--- src/rtl/three_lane_min_cost_path_unit_defines.svh ---
// ----------------------------------------------------------------------------
// Assertion macros for the three-lane minimum cost path unit
// Concurrent checks, compiled out when NO_ASSERTIONS is set.
// ----------------------------------------------------------------------------
`ifndef THREE_LANE_MIN_COST_PATH_UNIT_DEFINES_SVH
`define THREE_LANE_MIN_COST_PATH_UNIT_DEFINES_SVH

`ifndef NO_ASSERTIONS

`define TLMC_ASSERT_NOW(label, clk, rst_n, cond) \
    label: assert property (@(posedge clk) disable iff (!(rst_n)) (cond)) \
        else $error("assertion failed");

`define TLMC_ASSERT_NEXT(label, clk, rst_n, ante, cons) \
    label: assert property (@(posedge clk) disable iff (!(rst_n)) (ante) |=> (cons)) \
        else $error("assertion failed");

`else

`define TLMC_ASSERT_NOW(label, clk, rst_n, cond)

`define TLMC_ASSERT_NEXT(label, clk, rst_n, ante, cons)

`endif

`endif

--- src/rtl/tlmc_pkg.sv ---
// ----------------------------------------------------------------------------
// tlmc_pkg
// Shared constants, row phase codes and the front status type of the path unit.
// ----------------------------------------------------------------------------
package tlmc_pkg;

    localparam int ACC_BITS            = 40;
    localparam int COST_BITS_DEFAULT   = 16;
    localparam int ROW_QUEUE_DEPTH_DEF = 2;
    localparam int RES_QUEUE_DEPTH_DEF = 2;

    localparam int PHASE_BITS = 2;
    localparam logic [PHASE_BITS-1:0] PH_FIRST  = 2'd0;
    localparam logic [PHASE_BITS-1:0] PH_SECOND = 2'd1;
    localparam logic [PHASE_BITS-1:0] PH_LATER  = 2'd2;

    typedef struct packed {
        logic                  accept;
        logic                  last;
        logic [PHASE_BITS-1:0] phase;
    } t_front_stat;

endpackage

--- src/rtl/tlmc_queue.sv ---
// ----------------------------------------------------------------------------
// tlmc_queue
// Small synchronous FIFO; push/full on the write side, pop/empty on the read.
// ----------------------------------------------------------------------------
module tlmc_queue #(
    parameter int WIDTH = 8,
    parameter int DEPTH = 2
) (
    input  logic             i_clk,
    input  logic             i_rst_n,
    input  logic             i_push,
    input  logic [WIDTH-1:0] i_data,
    output logic             o_full,
    input  logic             i_pop,
    output logic [WIDTH-1:0] o_data,
    output logic             o_empty
);
    localparam int PTR_W = (DEPTH > 1) ? $clog2(DEPTH) : 1;
    localparam int CNT_W = $clog2(DEPTH + 1);
    localparam logic [PTR_W-1:0] LAST_PTR = PTR_W'(DEPTH - 1);
    localparam logic [CNT_W-1:0] FULL_CNT = CNT_W'(DEPTH);

    logic [WIDTH-1:0] r_mem [DEPTH];
    logic [PTR_W-1:0] r_wr_ptr, n_wr_ptr;
    logic [PTR_W-1:0] r_rd_ptr, n_rd_ptr;
    logic [CNT_W-1:0] r_count, n_count;
    logic             push_ok;
    logic             pop_ok;

    assign o_full  = (r_count == FULL_CNT);
    assign o_empty = (r_count == '0);
    assign push_ok = i_push && !o_full;
    assign pop_ok  = i_pop && !o_empty;
    assign o_data  = r_mem[r_rd_ptr];

    always_comb begin
        n_wr_ptr = r_wr_ptr;
        n_rd_ptr = r_rd_ptr;
        if (push_ok) begin
            n_wr_ptr = (r_wr_ptr == LAST_PTR) ? '0 : r_wr_ptr + 1'b1;
        end
        if (pop_ok) begin
            n_rd_ptr = (r_rd_ptr == LAST_PTR) ? '0 : r_rd_ptr + 1'b1;
        end
        unique case ({push_ok, pop_ok})
            2'b10:   n_count = r_count + 1'b1;
            2'b01:   n_count = r_count - 1'b1;
            default: n_count = r_count;
        endcase
    end

    always_ff @(posedge i_clk) begin
        if (!i_rst_n) begin
            r_wr_ptr <= '0;
            r_rd_ptr <= '0;
            r_count  <= '0;
        end else begin
            r_wr_ptr <= n_wr_ptr;
            r_rd_ptr <= n_rd_ptr;
            r_count  <= n_count;
        end
    end

    always_ff @(posedge i_clk) begin
        if (push_ok) begin
            r_mem[r_wr_ptr] <= i_data;
        end
    end

endmodule

--- src/rtl/tlmc_front.sv ---
// ----------------------------------------------------------------------------
// tlmc_front
// Accept rows, tag each with its row phase within the graph, pack for the queue.
// ----------------------------------------------------------------------------
module tlmc_front #(
    parameter int COST_BITS = tlmc_pkg::COST_BITS_DEFAULT
) (
    input  logic                                 i_clk,
    input  logic                                 i_rst_n,
    input  logic                                 i_push,
    input  logic                                 i_queue_full,
    input  logic signed [COST_BITS-1:0]          i_cost_left,
    input  logic signed [COST_BITS-1:0]          i_cost_mid,
    input  logic signed [COST_BITS-1:0]          i_cost_right,
    input  logic                                 i_last_row,
    output logic                                 o_queue_push,
    output logic [3*COST_BITS+tlmc_pkg::PHASE_BITS:0] o_item,
    output tlmc_pkg::t_front_stat                o_stat
);
    import tlmc_pkg::*;

    logic [PHASE_BITS-1:0] r_phase, n_phase;
    logic                  accept;

    assign accept       = i_push && !i_queue_full;
    assign o_queue_push = accept;
    assign o_item       = {r_phase, i_last_row, i_cost_left, i_cost_mid, i_cost_right};

    assign o_stat.accept = accept;
    assign o_stat.last   = i_last_row;
    assign o_stat.phase  = r_phase;

    always_comb begin
        n_phase = r_phase;
        if (accept) begin
            priority if (i_last_row) begin
                n_phase = PH_FIRST;
            end else if (r_phase == PH_FIRST) begin
                n_phase = PH_SECOND;
            end else begin
                n_phase = PH_LATER;
            end
        end
    end

    always_ff @(posedge i_clk) begin
        if (!i_rst_n) begin
            r_phase <= PH_FIRST;
        end else begin
            r_phase <= n_phase;
        end
    end

endmodule

--- src/rtl/tlmc_back.sv ---
// ----------------------------------------------------------------------------
// tlmc_back
// Row recurrence: update the three lane best costs, emit mid on a last row.
// ----------------------------------------------------------------------------
module tlmc_back #(
    parameter int COST_BITS = tlmc_pkg::COST_BITS_DEFAULT
) (
    input  logic                                      i_clk,
    input  logic                                      i_rst_n,
    input  logic                                      i_item_empty,
    input  logic [3*COST_BITS+tlmc_pkg::PHASE_BITS:0] i_item,
    output logic                                      o_item_pop,
    input  logic                                      i_res_full,
    output logic                                      o_res_push,
    output logic [tlmc_pkg::ACC_BITS-1:0]             o_res_data
);
    import tlmc_pkg::*;

    localparam int EXT_BITS = ACC_BITS - COST_BITS;

    logic signed [ACC_BITS-1:0] r_best_left, r_best_mid, r_best_right;
    logic signed [ACC_BITS-1:0] n_best_left, n_best_mid, n_best_right;

    logic [PHASE_BITS-1:0]      phase;
    logic                       last;
    logic [COST_BITS-1:0]       c0_raw, c1_raw, c2_raw;
    logic signed [ACC_BITS-1:0] c0, c1, c2;
    logic signed [ACC_BITS-1:0] min_l, min_m, min_r;
    logic signed [ACC_BITS-1:0] sum_l, sum_m, sum_r;
    logic                       take;

    assign {phase, last, c0_raw, c1_raw, c2_raw} = i_item;

    assign c0 = {{EXT_BITS{c0_raw[COST_BITS-1]}}, c0_raw};
    assign c1 = {{EXT_BITS{c1_raw[COST_BITS-1]}}, c1_raw};
    assign c2 = {{EXT_BITS{c2_raw[COST_BITS-1]}}, c2_raw};

    assign take       = !i_item_empty && !i_res_full;
    assign o_item_pop = take;
    assign o_res_push = take && last;

    always_comb begin
        min_l = r_best_mid;
        if (phase != PH_SECOND && r_best_left < r_best_mid) begin
            min_l = r_best_left;
        end
        sum_l = c0 + min_l;

        min_m = min_l;
        if (r_best_right < min_m) begin
            min_m = r_best_right;
        end
        if (sum_l < min_m) begin
            min_m = sum_l;
        end
        sum_m = c1 + min_m;

        min_r = (r_best_right < r_best_mid) ? r_best_right : r_best_mid;
        if (sum_m < min_r) begin
            min_r = sum_m;
        end
        sum_r = c2 + min_r;

        unique case (phase)
            PH_FIRST: begin
                n_best_left  = c0;
                n_best_mid   = c1;
                n_best_right = c1 + c2;
            end
            default: begin
                n_best_left  = sum_l;
                n_best_mid   = sum_m;
                n_best_right = sum_r;
            end
        endcase
    end

    assign o_res_data = n_best_mid;

    always_ff @(posedge i_clk) begin
        if (!i_rst_n) begin
            r_best_left  <= '0;
            r_best_mid   <= '0;
            r_best_right <= '0;
        end else if (take) begin
            r_best_left  <= n_best_left;
            r_best_mid   <= n_best_mid;
            r_best_right <= n_best_right;
        end
    end

endmodule

--- src/rtl/three_lane_min_cost_path_unit.sv ---
// ----------------------------------------------------------------------------
// three_lane_min_cost_path_unit
// Minimum cost path over rows of three vertices, top middle to bottom middle.
//
//   channel   direction  handshake            payload
//   rows      in         i_push / o_full      i_cost_left, i_cost_mid,
//                                             i_cost_right, i_last_row
//   results   out        o_empty / i_pop      o_path_cost
//
// One row per cycle sustained while the result queue has room; the back end retires one row per cycle.
// A last row is registered in the row queue, then its result is computed by the back end and
// registered in the result queue, which shows it on o_path_cost until it is popped.
// Synchronous active-low reset clears queues, row phase and lane costs.
// A full result queue stalls the back end; the row queue then fills and raises o_full.
// ----------------------------------------------------------------------------
`include "three_lane_min_cost_path_unit_defines.svh"

module three_lane_min_cost_path_unit #(
    parameter int COST_BITS       = tlmc_pkg::COST_BITS_DEFAULT,
    parameter int ROW_QUEUE_DEPTH = tlmc_pkg::ROW_QUEUE_DEPTH_DEF,
    parameter int RES_QUEUE_DEPTH = tlmc_pkg::RES_QUEUE_DEPTH_DEF
) (
    input  logic                                 i_clk,
    input  logic                                 i_rst_n,
    input  logic                                 i_push,
    output logic                                 o_full,
    input  logic signed [COST_BITS-1:0]          i_cost_left,
    input  logic signed [COST_BITS-1:0]          i_cost_mid,
    input  logic signed [COST_BITS-1:0]          i_cost_right,
    input  logic                                 i_last_row,
    output logic                                 o_empty,
    input  logic                                 i_pop,
    output logic signed [tlmc_pkg::ACC_BITS-1:0] o_path_cost
);
    import tlmc_pkg::*;

    localparam int ITEM_W = 3 * COST_BITS + PHASE_BITS + 1;

    logic              row_push;
    logic [ITEM_W-1:0] row_item_in;
    logic [ITEM_W-1:0] row_item_out;
    logic              row_empty;
    logic              row_pop;
    t_front_stat       front_stat;

    logic                res_push;
    logic                res_full;
    logic [ACC_BITS-1:0] res_data;
    logic [ACC_BITS-1:0] res_out;

    logic took_last;
    logic took_first;
    logic took_later;

    tlmc_front #(
        .COST_BITS (COST_BITS)
    ) u_front (
        .i_clk        (i_clk),
        .i_rst_n      (i_rst_n),
        .i_push       (i_push),
        .i_queue_full (o_full),
        .i_cost_left  (i_cost_left),
        .i_cost_mid   (i_cost_mid),
        .i_cost_right (i_cost_right),
        .i_last_row   (i_last_row),
        .o_queue_push (row_push),
        .o_item       (row_item_in),
        .o_stat       (front_stat)
    );

    tlmc_queue #(
        .WIDTH (ITEM_W),
        .DEPTH (ROW_QUEUE_DEPTH)
    ) u_row_queue (
        .i_clk   (i_clk),
        .i_rst_n (i_rst_n),
        .i_push  (row_push),
        .i_data  (row_item_in),
        .o_full  (o_full),
        .i_pop   (row_pop),
        .o_data  (row_item_out),
        .o_empty (row_empty)
    );

    tlmc_back #(
        .COST_BITS (COST_BITS)
    ) u_back (
        .i_clk        (i_clk),
        .i_rst_n      (i_rst_n),
        .i_item_empty (row_empty),
        .i_item       (row_item_out),
        .o_item_pop   (row_pop),
        .i_res_full   (res_full),
        .o_res_push   (res_push),
        .o_res_data   (res_data)
    );

    tlmc_queue #(
        .WIDTH (ACC_BITS),
        .DEPTH (RES_QUEUE_DEPTH)
    ) u_res_queue (
        .i_clk   (i_clk),
        .i_rst_n (i_rst_n),
        .i_push  (res_push),
        .i_data  (res_data),
        .o_full  (res_full),
        .i_pop   (i_pop),
        .o_data  (res_out),
        .o_empty (o_empty)
    );

    assign o_path_cost = res_out;

    assign took_last  = front_stat.accept && front_stat.last;
    assign took_first = front_stat.accept && !front_stat.last && front_stat.phase == PH_FIRST;
    assign took_later = front_stat.accept && !front_stat.last && front_stat.phase != PH_FIRST;

    `TLMC_ASSERT_NOW(a_pop_needs_room, i_clk, i_rst_n, !row_pop || !res_full)
    `TLMC_ASSERT_NEXT(a_last_restarts, i_clk, i_rst_n, took_last, front_stat.phase == PH_FIRST)
    `TLMC_ASSERT_NEXT(a_first_to_second, i_clk, i_rst_n, took_first, front_stat.phase == PH_SECOND)
    `TLMC_ASSERT_NEXT(a_later_holds, i_clk, i_rst_n, took_later, front_stat.phase == PH_LATER)

endmodule
--- config.mk ---
export PLATFORM = sky130hd
export DESIGN_NAME = three_lane_min_cost_path_unit
export DESIGN_NICKNAME = d
export VERILOG_FILES = /design/src/rtl/tlmc_pkg.sv /design/src/rtl/tlmc_queue.sv /design/src/rtl/tlmc_front.sv /design/src/rtl/tlmc_back.sv /design/src/rtl/three_lane_min_cost_path_unit.sv
export VERILOG_INCLUDE_DIRS = /design/src /design/src/rtl
export SDC_FILE = /design/constraint.sdc
export NUM_CORES = 1
export LEC_CHECK = 0
export BUFFER_PORTS_ARGS = -buffer_cell sky130_fd_sc_hd__buf_2
export CAP_MARGIN = 10
export CORE_AREA = 2 2 217 219
export CTS_CLUSTER_DIAMETER = 150
export DETAILED_ROUTE_END_ITERATION = 7
export DIE_AREA = 0 0 219 221
export PLACE_DENSITY = 0.72
export SLEW_MARGIN = 20
export SYNTH_ARGS = -nofsm -noshare
export SYNTH_HDL_FRONTEND = slang
export SYNTH_SLANG_ARGS = --single-unit
export TNS_END_PERCENT = 100
--- constraint.sdc ---
create_clock -name i_clk -period 18.2 [get_ports i_clk]
set_input_delay 1.82 -clock i_clk [delete_from_list [all_inputs] [get_ports i_clk]]
set_output_delay 1.82 -clock i_clk [all_outputs]
set_load 0.03 [all_outputs]
==> results.ini, run 1 <==
[outcome]
outcome = finished clean

[global_route]
grt.overflow.total = 0
antenna_found_initial = 0
grt_util_all_layers_pct = 32.0
grt_pass1_vias = 21525
grt_max_degree = 69
grt_pass1_wl_mm = 121

[finish]
areaGrowthSynthToFinish_pct = 12.5
antenna_cells = 0
layout-drive-gt1-share_pct = 15.1
final_nets = 3256

[setup_path]
critPathCaptureType = flip-flop
critPathArrivalTime_ns = 18.08
crit_type = reg2reg
cpLargestDelayFamily = compound AO/OA/AOI/OAI gates
cp_max_fo = 18
cpPeakStageDelay_ns = 0.48
path_common_cell = a21o_1
ff2ff_path_depth = 76
r2r-start = u_back.r_best_mid[25]$_SDFFE_PN0P_
worst-path-buf-inv = 9
crit_required_ns = 18.63
cp-start-kind = flip-flop
ff2ff_setup_slack_ns = 0.56
slowest_stage = a211oi_2
r2r-end = u_back.r_best_right[39]$_SDFFE_PN0P_

[logic_synthesis]
syn_avg_cell_area_sq_um = 9.18
synth-async-reset-ratio_pct = 0
synth_fp_nets = 3117
synthDistinctLibCells = 67
netlist_area_sq_um = 25100
synth_ff_type = edfxtp_1
synthCells = 2732
synth_edf_count = 182
ys_seq_elements = 314
ys.warnings.count = 0
synth-seq-area-share_pct = 32.3

[clocking]
clock_sinks = 314
cts-htree-levels = 2
path_clk_slew_ns = 0.06
hold_buffers = 0
root_buffer = clkbuf_16
clk_path_buf_depth = 3
cts_tree = built
numCtsBuffers = 38
clk_latency_ns = 0.57

[timing]
timing.fmax_mhz = 56.7
drv_slew = 0
finClkSkew_ns = 0.0206
tightest_slew_ns = 0.995
max_slew_margin_pct = 33.0
finalWorstSetupSlack_ns = 0.556
period_share_pct = 96.9
period_needed_ns = 17.64
hold_viol_final = 0
finalSetupViolCount = 0

[drt]
wl_mm = 79.1
wl_per_cell_um = 22.5
ant_nets = 0
drt_iter0_drc = 2017
drc = 0
avgViaCountPerCell = 6.27
drt_first_pass_iters = 6
num_vias = 21987

[min_path]
min-delay-start = u_back.r_best_left[2]$_SDFFE_PN0P_
whs_path_depth = 2
min_path_type = reg2reg
min_to = u_back.r_best_left[2]$_SDFFE_PN0P_

[flow_run]
max_cap_violations = 0

[die]
dieArea_sq_um = 48400
ios = 95
core_sq_um = 46100
die_x_um = 219
start_util_pct = 54.4
dieHeight_um = 221
rows = 79

[place]
place_hpwl_mm = 60.3
globalplace.congestion = 0.998
preCtsSetupSlack_ns = -0.547
io_buffers = 94

sequential cells by signal (all words and copies together), names as in the netlist, 2 cells and up, named ones only:
register,count
u_res_queue.r_count,2
u_back.r_best_left,40
u_back.r_best_right,40
u_res_queue.r_mem,80
u_front.r_phase,2
u_row_queue.r_mem,102
u_back.r_best_mid,40
u_row_queue.r_count,2
through the flow:
stage	cells	area (sq um)	util, %	setup TNS [ns]	hold slack (ns)
CTS	3495	28000	60.8	0	0.490
floorplan	2732	25100	-	0	0.446
finish	3508	28200	61.3	0	0.492
global placement	3425	26700	58.0	-0.288	0.477
detailed placement	3425	26700	58.0	-0.786	0.482
global route	3508	28200	61.3	-0.337	0.517
routing by layer:
metal	GRT usage (%)	routed length (um)	part of all wire, %
met4	14.6	4140	5.2
met1	41.0	32500	41
met5	0	0	0
met2	52.3	35900	45
met3	6.05	6520	8.2
Yosys cell counts, types with 16 or more instances:
| master | instances | area [sq um] |
|---|---|---|
| ha_1 | 328 | 4100 |
| nor4_1 | 18 | 113 |
| mux2_2 | 135 | 1520 |
| and2_1 | 21 | 131 |
| nand2_1 | 236 | 886 |
| xnor2_1 | 70 | 613 |
| o21a_1 | 18 | 135 |
| edfxtp_1 | 182 | 5470 |
| nand4_1 | 35 | 219 |
| dfxtp_1 | 132 | 2640 |
| a211oi_1 | 39 | 293 |
| o21ai_0 | 225 | 1130 |
| a21oi_1 | 240 | 1200 |
| nor3_1 | 26 | 130 |
| inv_1 | 181 | 679 |
| clkbuf_1 | 76 | 285 |
| a31oi_1 | 23 | 144 |
| nor2_1 | 149 | 559 |
| nand3_1 | 41 | 205 |
| o21bai_1 | 16 | 120 |
| nor2b_1 | 20 | 125 |
| mux2i_1 | 139 | 1390 |
| xor2_1 | 40 | 350 |
| o211ai_1 | 25 | 188 |
| nand2b_1 | 25 | 156 |
| a21o_1 | 83 | 623 |
cell type report:
class | instances | area [sq um]
clock inverters | 18 | 161
multi-input cells | 2141 | 16100
fillers | 3999 | 17800
well taps | 607 | 759
clock buffers | 52 | 1090
flip-flops and latches | 314 | 8110
inverters | 182 | 686
repair buffers | 194 | 1270
cells in the final DEF (no fill, tap or decap), types with 36 or more instances in the layout:
cell type,synthesis,routed
ha_1,328,327
a21oi_1,240,237
nand2_1,236,236
o21ai_0,225,222
edfxtp_1,182,182
inv_1,181,180
nor2_1,149,146
mux2i_1,139,137
mux2_2,135,135
dfxtp_1,132,130
buf_4,0,96
buf_2,8,94
a21o_1,83,83
xnor2_1,70,69
nand3_1,41,41
clkbuf_16,0,41
xor2_1,40,40
a211oi_1,39,36
worst max path at each step:
stage	startpoint	to	slack, ns	cells past startpoint
floorplan	u_back.r_best_mid[39]$_SDFFE_PN0P_	u_back.r_best_right[36]$_SDFFE_PN0P_	2.48	76
global placement	u_back.r_best_mid[33]$_SDFFE_PN0P_	u_back.r_best_right[39]$_SDFFE_PN0P_	-0.29	76
detailed placement	u_back.r_best_mid[39]$_SDFFE_PN0P_	u_back.r_best_right[39]$_SDFFE_PN0P_	-0.55	76
CTS	u_back.r_best_mid[25]$_SDFFE_PN0P_	u_back.r_best_right[39]$_SDFFE_PN0P_	0.02	77
global route	u_back.r_best_mid[35]$_SDFFE_PN0P_	u_back.r_best_right[39]$_SDFFE_PN0P_	-0.12	76
finish	u_back.r_best_mid[25]$_SDFFE_PN0P_	u_back.r_best_right[39]$_SDFFE_PN0P_	0.56	76
tightest hold or removal path, stage by stage, from the launching register on:
cell	delay [ns]
dfxtp_1	0.32
nand2_1	0.05
a21boi_0	0.06
timing repair:
action,in CTS,in global routing
setup endpoints to repair,5,29
gates resized for setup,4,23
cloned,0,2
setup buffers,0,11
pin swaps,0,6
cells by family after synthesis:
logic type / Yosys count / synth area share (%)
multiplexers: 274 / 11.6
AO/OA/AOI/OAI: 779 / 19.1
adder cells (fa/ha/maj): 333 / 16.7
buffers and inverters: 279 / 4.22
AND/OR/NAND/NOR: 642 / 12.1
XOR/XNOR: 111 / 3.93
flip-flops: 314 / 32.3
Power of run 1 is left out: the tool's default activity adds up to more than one toggle a clock period on the data nets, which glitch-free logic cannot reach.
==> run 2: changes to the inputs <==
Settings changed: CELL_PAD_IN_SITES_DETAIL_PLACEMENT set to 1, CELL_PAD_IN_SITES_GLOBAL_PLACEMENT set to 2, CORE_AREA 2 2 217 219 to 2 2 251 253, CTS_CLUSTER_DIAMETER 150 to 80, DIE_AREA 0 0 219 221 to 0 0 253 255, PLACE_DENSITY 0.72 to not set, PLACE_DENSITY_LB_ADDON set to 0.1.
==> run 2 against run 1 <==
Against the previous run:
- largest cell class unchanged
- final cell count up 6.0%
- clock-buffer cell count grew 2
- die area increased by 33%
- hold slack gained 0.0033 ns
- via count fell by 0.54%
- clock skew about the same
- critical path depth unchanged
- register-to-register slack better by 0.22 ns
- sequential share of layout area shrank 0.55 points
- sequential cell count unchanged
- non-clock buffer count rose by 10
==> results.ini, run 2 (synthesis results as in run 1) <==
[outcome]
outcome = finished clean

[drt]
drt_iter0_drc = 966
avgViaCountPerCell = 5.88
drt_first_pass_iters = 5
drc = 0
num_vias = 21868
ant_nets = 0
wl_per_cell_um = 25.5
wl_mm = 94.8

[finish]
largest_reg_flops = 102
layout_commonest_cell = ha_1
final_nets = 3269
finalInstanceArea_sq_um = 28800
top_register = u_row_queue.r_mem
reg_top3 = u_row_queue.r_mem x102, u_res_queue.r_mem x80
areaGrowthSynthToFinish_pct = 14.7
antenna_cells = 0
final_cells = 3718
mostFrequentLayoutCells = 328 x ha_1, 236 x nand2_1, 236 x a21oi_1, 220 x o21ai_0, 182 x edfxtp_1
layout-drive-gt1-share_pct = 15.9

[setup_path]
ff2ff_setup_slack_ns = 0.78
critPathCaptureType = flip-flop
worst-path-buf-inv = 10
ff2ff_path_depth = 76
cpPeakStageDelay_ns = 0.57
crit_required_ns = 18.65
cp-start-kind = flip-flop
crit_type = reg2reg
r2r-start = u_back.r_best_mid[39]$_SDFFE_PN0P_
cpLargestDelayFamily = compound AO/OA/AOI/OAI gates
slowest_stage = or4_1
cp_max_fo = 23
critPathArrivalTime_ns = 17.87
r2r-end = u_back.r_best_right[36]$_SDFFE_PN0P_

[min_path]
min_to = u_back.r_best_mid[7]$_SDFFE_PN0P_
min-delay-start = u_back.r_best_mid[7]$_SDFFE_PN0P_
min_path_type = reg2reg
whs_path_depth = 2

[clocking]
numCtsBuffers = 43
hold_buffers = 0
clk_path_buf_depth = 3
cts_tree = built
clk_latency_ns = 0.59
clock_sinks = 314
root_buffer = clkbuf_16
path_clk_slew_ns = 0.06
cts-htree-levels = 2

[timing]
hold_viol_final = 0
finClkSkew_ns = 0.0204
drv_slew = 0
finalSetupViolCount = 0
tightest_slew_ns = 0.968
period_share_pct = 95.7
timing.fmax_mhz = 57.4
period_needed_ns = 17.42
finalWorstSetupSlack_ns = 0.776
max_slew_margin_pct = 35.4

[place]
dp.cells = 3633
preCtsSetupSlack_ns = -1.05
placedInstanceArea_sq_um = 27100
io_buffers = 94
place_hpwl_mm = 73.2
globalplace.congestion = 0.932

[global_route]
grt.overflow.total = 0
grt_max_degree = 71
grt_util_all_layers_pct = 29.1
grt_pass1_vias = 22990
antenna_found_initial = 1
grt_pass1_wl_mm = 141

[die]
dieHeight_um = 255
ios = 95
dieArea_sq_um = 64500
die_x_um = 253
rows = 92
core_sq_um = 62200
start_util_pct = 40.3

[flow_run]
max_cap_violations = 0

[run 2: changes by cell type in the layout (fill, tap and decap cells not counted), moves of 3 or more]
| cell | delta |
|---|---|
| buf_4 | +5 |
| clkinvlp_4 | -3 |
| buf_6 | +3 |
| clkbuf_16 | +5 |
| inv_6 | +3 |
| inv_8 | +4 |
[run 2: worst max path at each step]
stage,to,from,depth (start not counted),slack (ns)
after floorplan,u_back.r_best_right[36]$_SDFFE_PN0P_,u_back.r_best_mid[39]$_SDFFE_PN0P_,76,2.48
after global placement,u_back.r_best_right[39]$_SDFFE_PN0P_,u_back.r_best_mid[39]$_SDFFE_PN0P_,73,-0.71
after detailed placement,u_back.r_best_right[39]$_SDFFE_PN0P_,u_back.r_best_mid[39]$_SDFFE_PN0P_,73,-1.05
after CTS,u_back.r_best_right[36]$_SDFFE_PN0P_,u_back.r_best_mid[39]$_SDFFE_PN0P_,76,0.04
after global routing,u_back.r_best_right[36]$_SDFFE_PN0P_,u_back.r_best_mid[35]$_SDFFE_PN0P_,80,-0.04
final,u_back.r_best_right[36]$_SDFFE_PN0P_,u_back.r_best_mid[39]$_SDFFE_PN0P_,76,0.78
[run 2: repair_timing]
action	in CTS	in global routing
resized for setup	11	36
setup buffers	1	3
gates cloned	0	1
endpoints found under the setup margin	8	33
pin swaps	1	8
[run 2: layout make-up]
class,instances,area (sq um)
Inverter,182,686
Multi-Input combinational cell,2139,16200
Tap cell,799,1000
Timing Repair Buffer,204,1380
Sequential cell,314,8110
Clock inverter,26,264
Fill cell,7155,33400
Clock buffer,54,1160
[run 2: worst min-delay path, stage by stage, from the launching register on]
cell     delay [ns]
dfxtp_1        0.33
nand2_1        0.06
a21oi_1        0.06
[run 2: per-stage QoR]
step / utilization (%) / hold WS, ns / setup TNS [ns]
2_1_floorplan: - / 0.446 / 0
3_3_place_gp: 43.6 / 0.482 / -1.36
3_5_place_dp: 43.6 / 0.486 / -2.80
4_1_cts: 46.0 / 0.493 / 0
5_1_grt: 46.3 / 0.536 / -0.103
6_report: 46.3 / 0.495 / 0
[run 2: per-layer routing]
layer	vias to the layer above	global-route usage [%]	wire length, um
li1	10408	-	-
met1	10806	32.7	37900
met2	439	54.9	49100
met3	213	2.90	2660
met4	2	14.0	5030
met5	-	0	14
Power of run 2 is left out for the same reason.
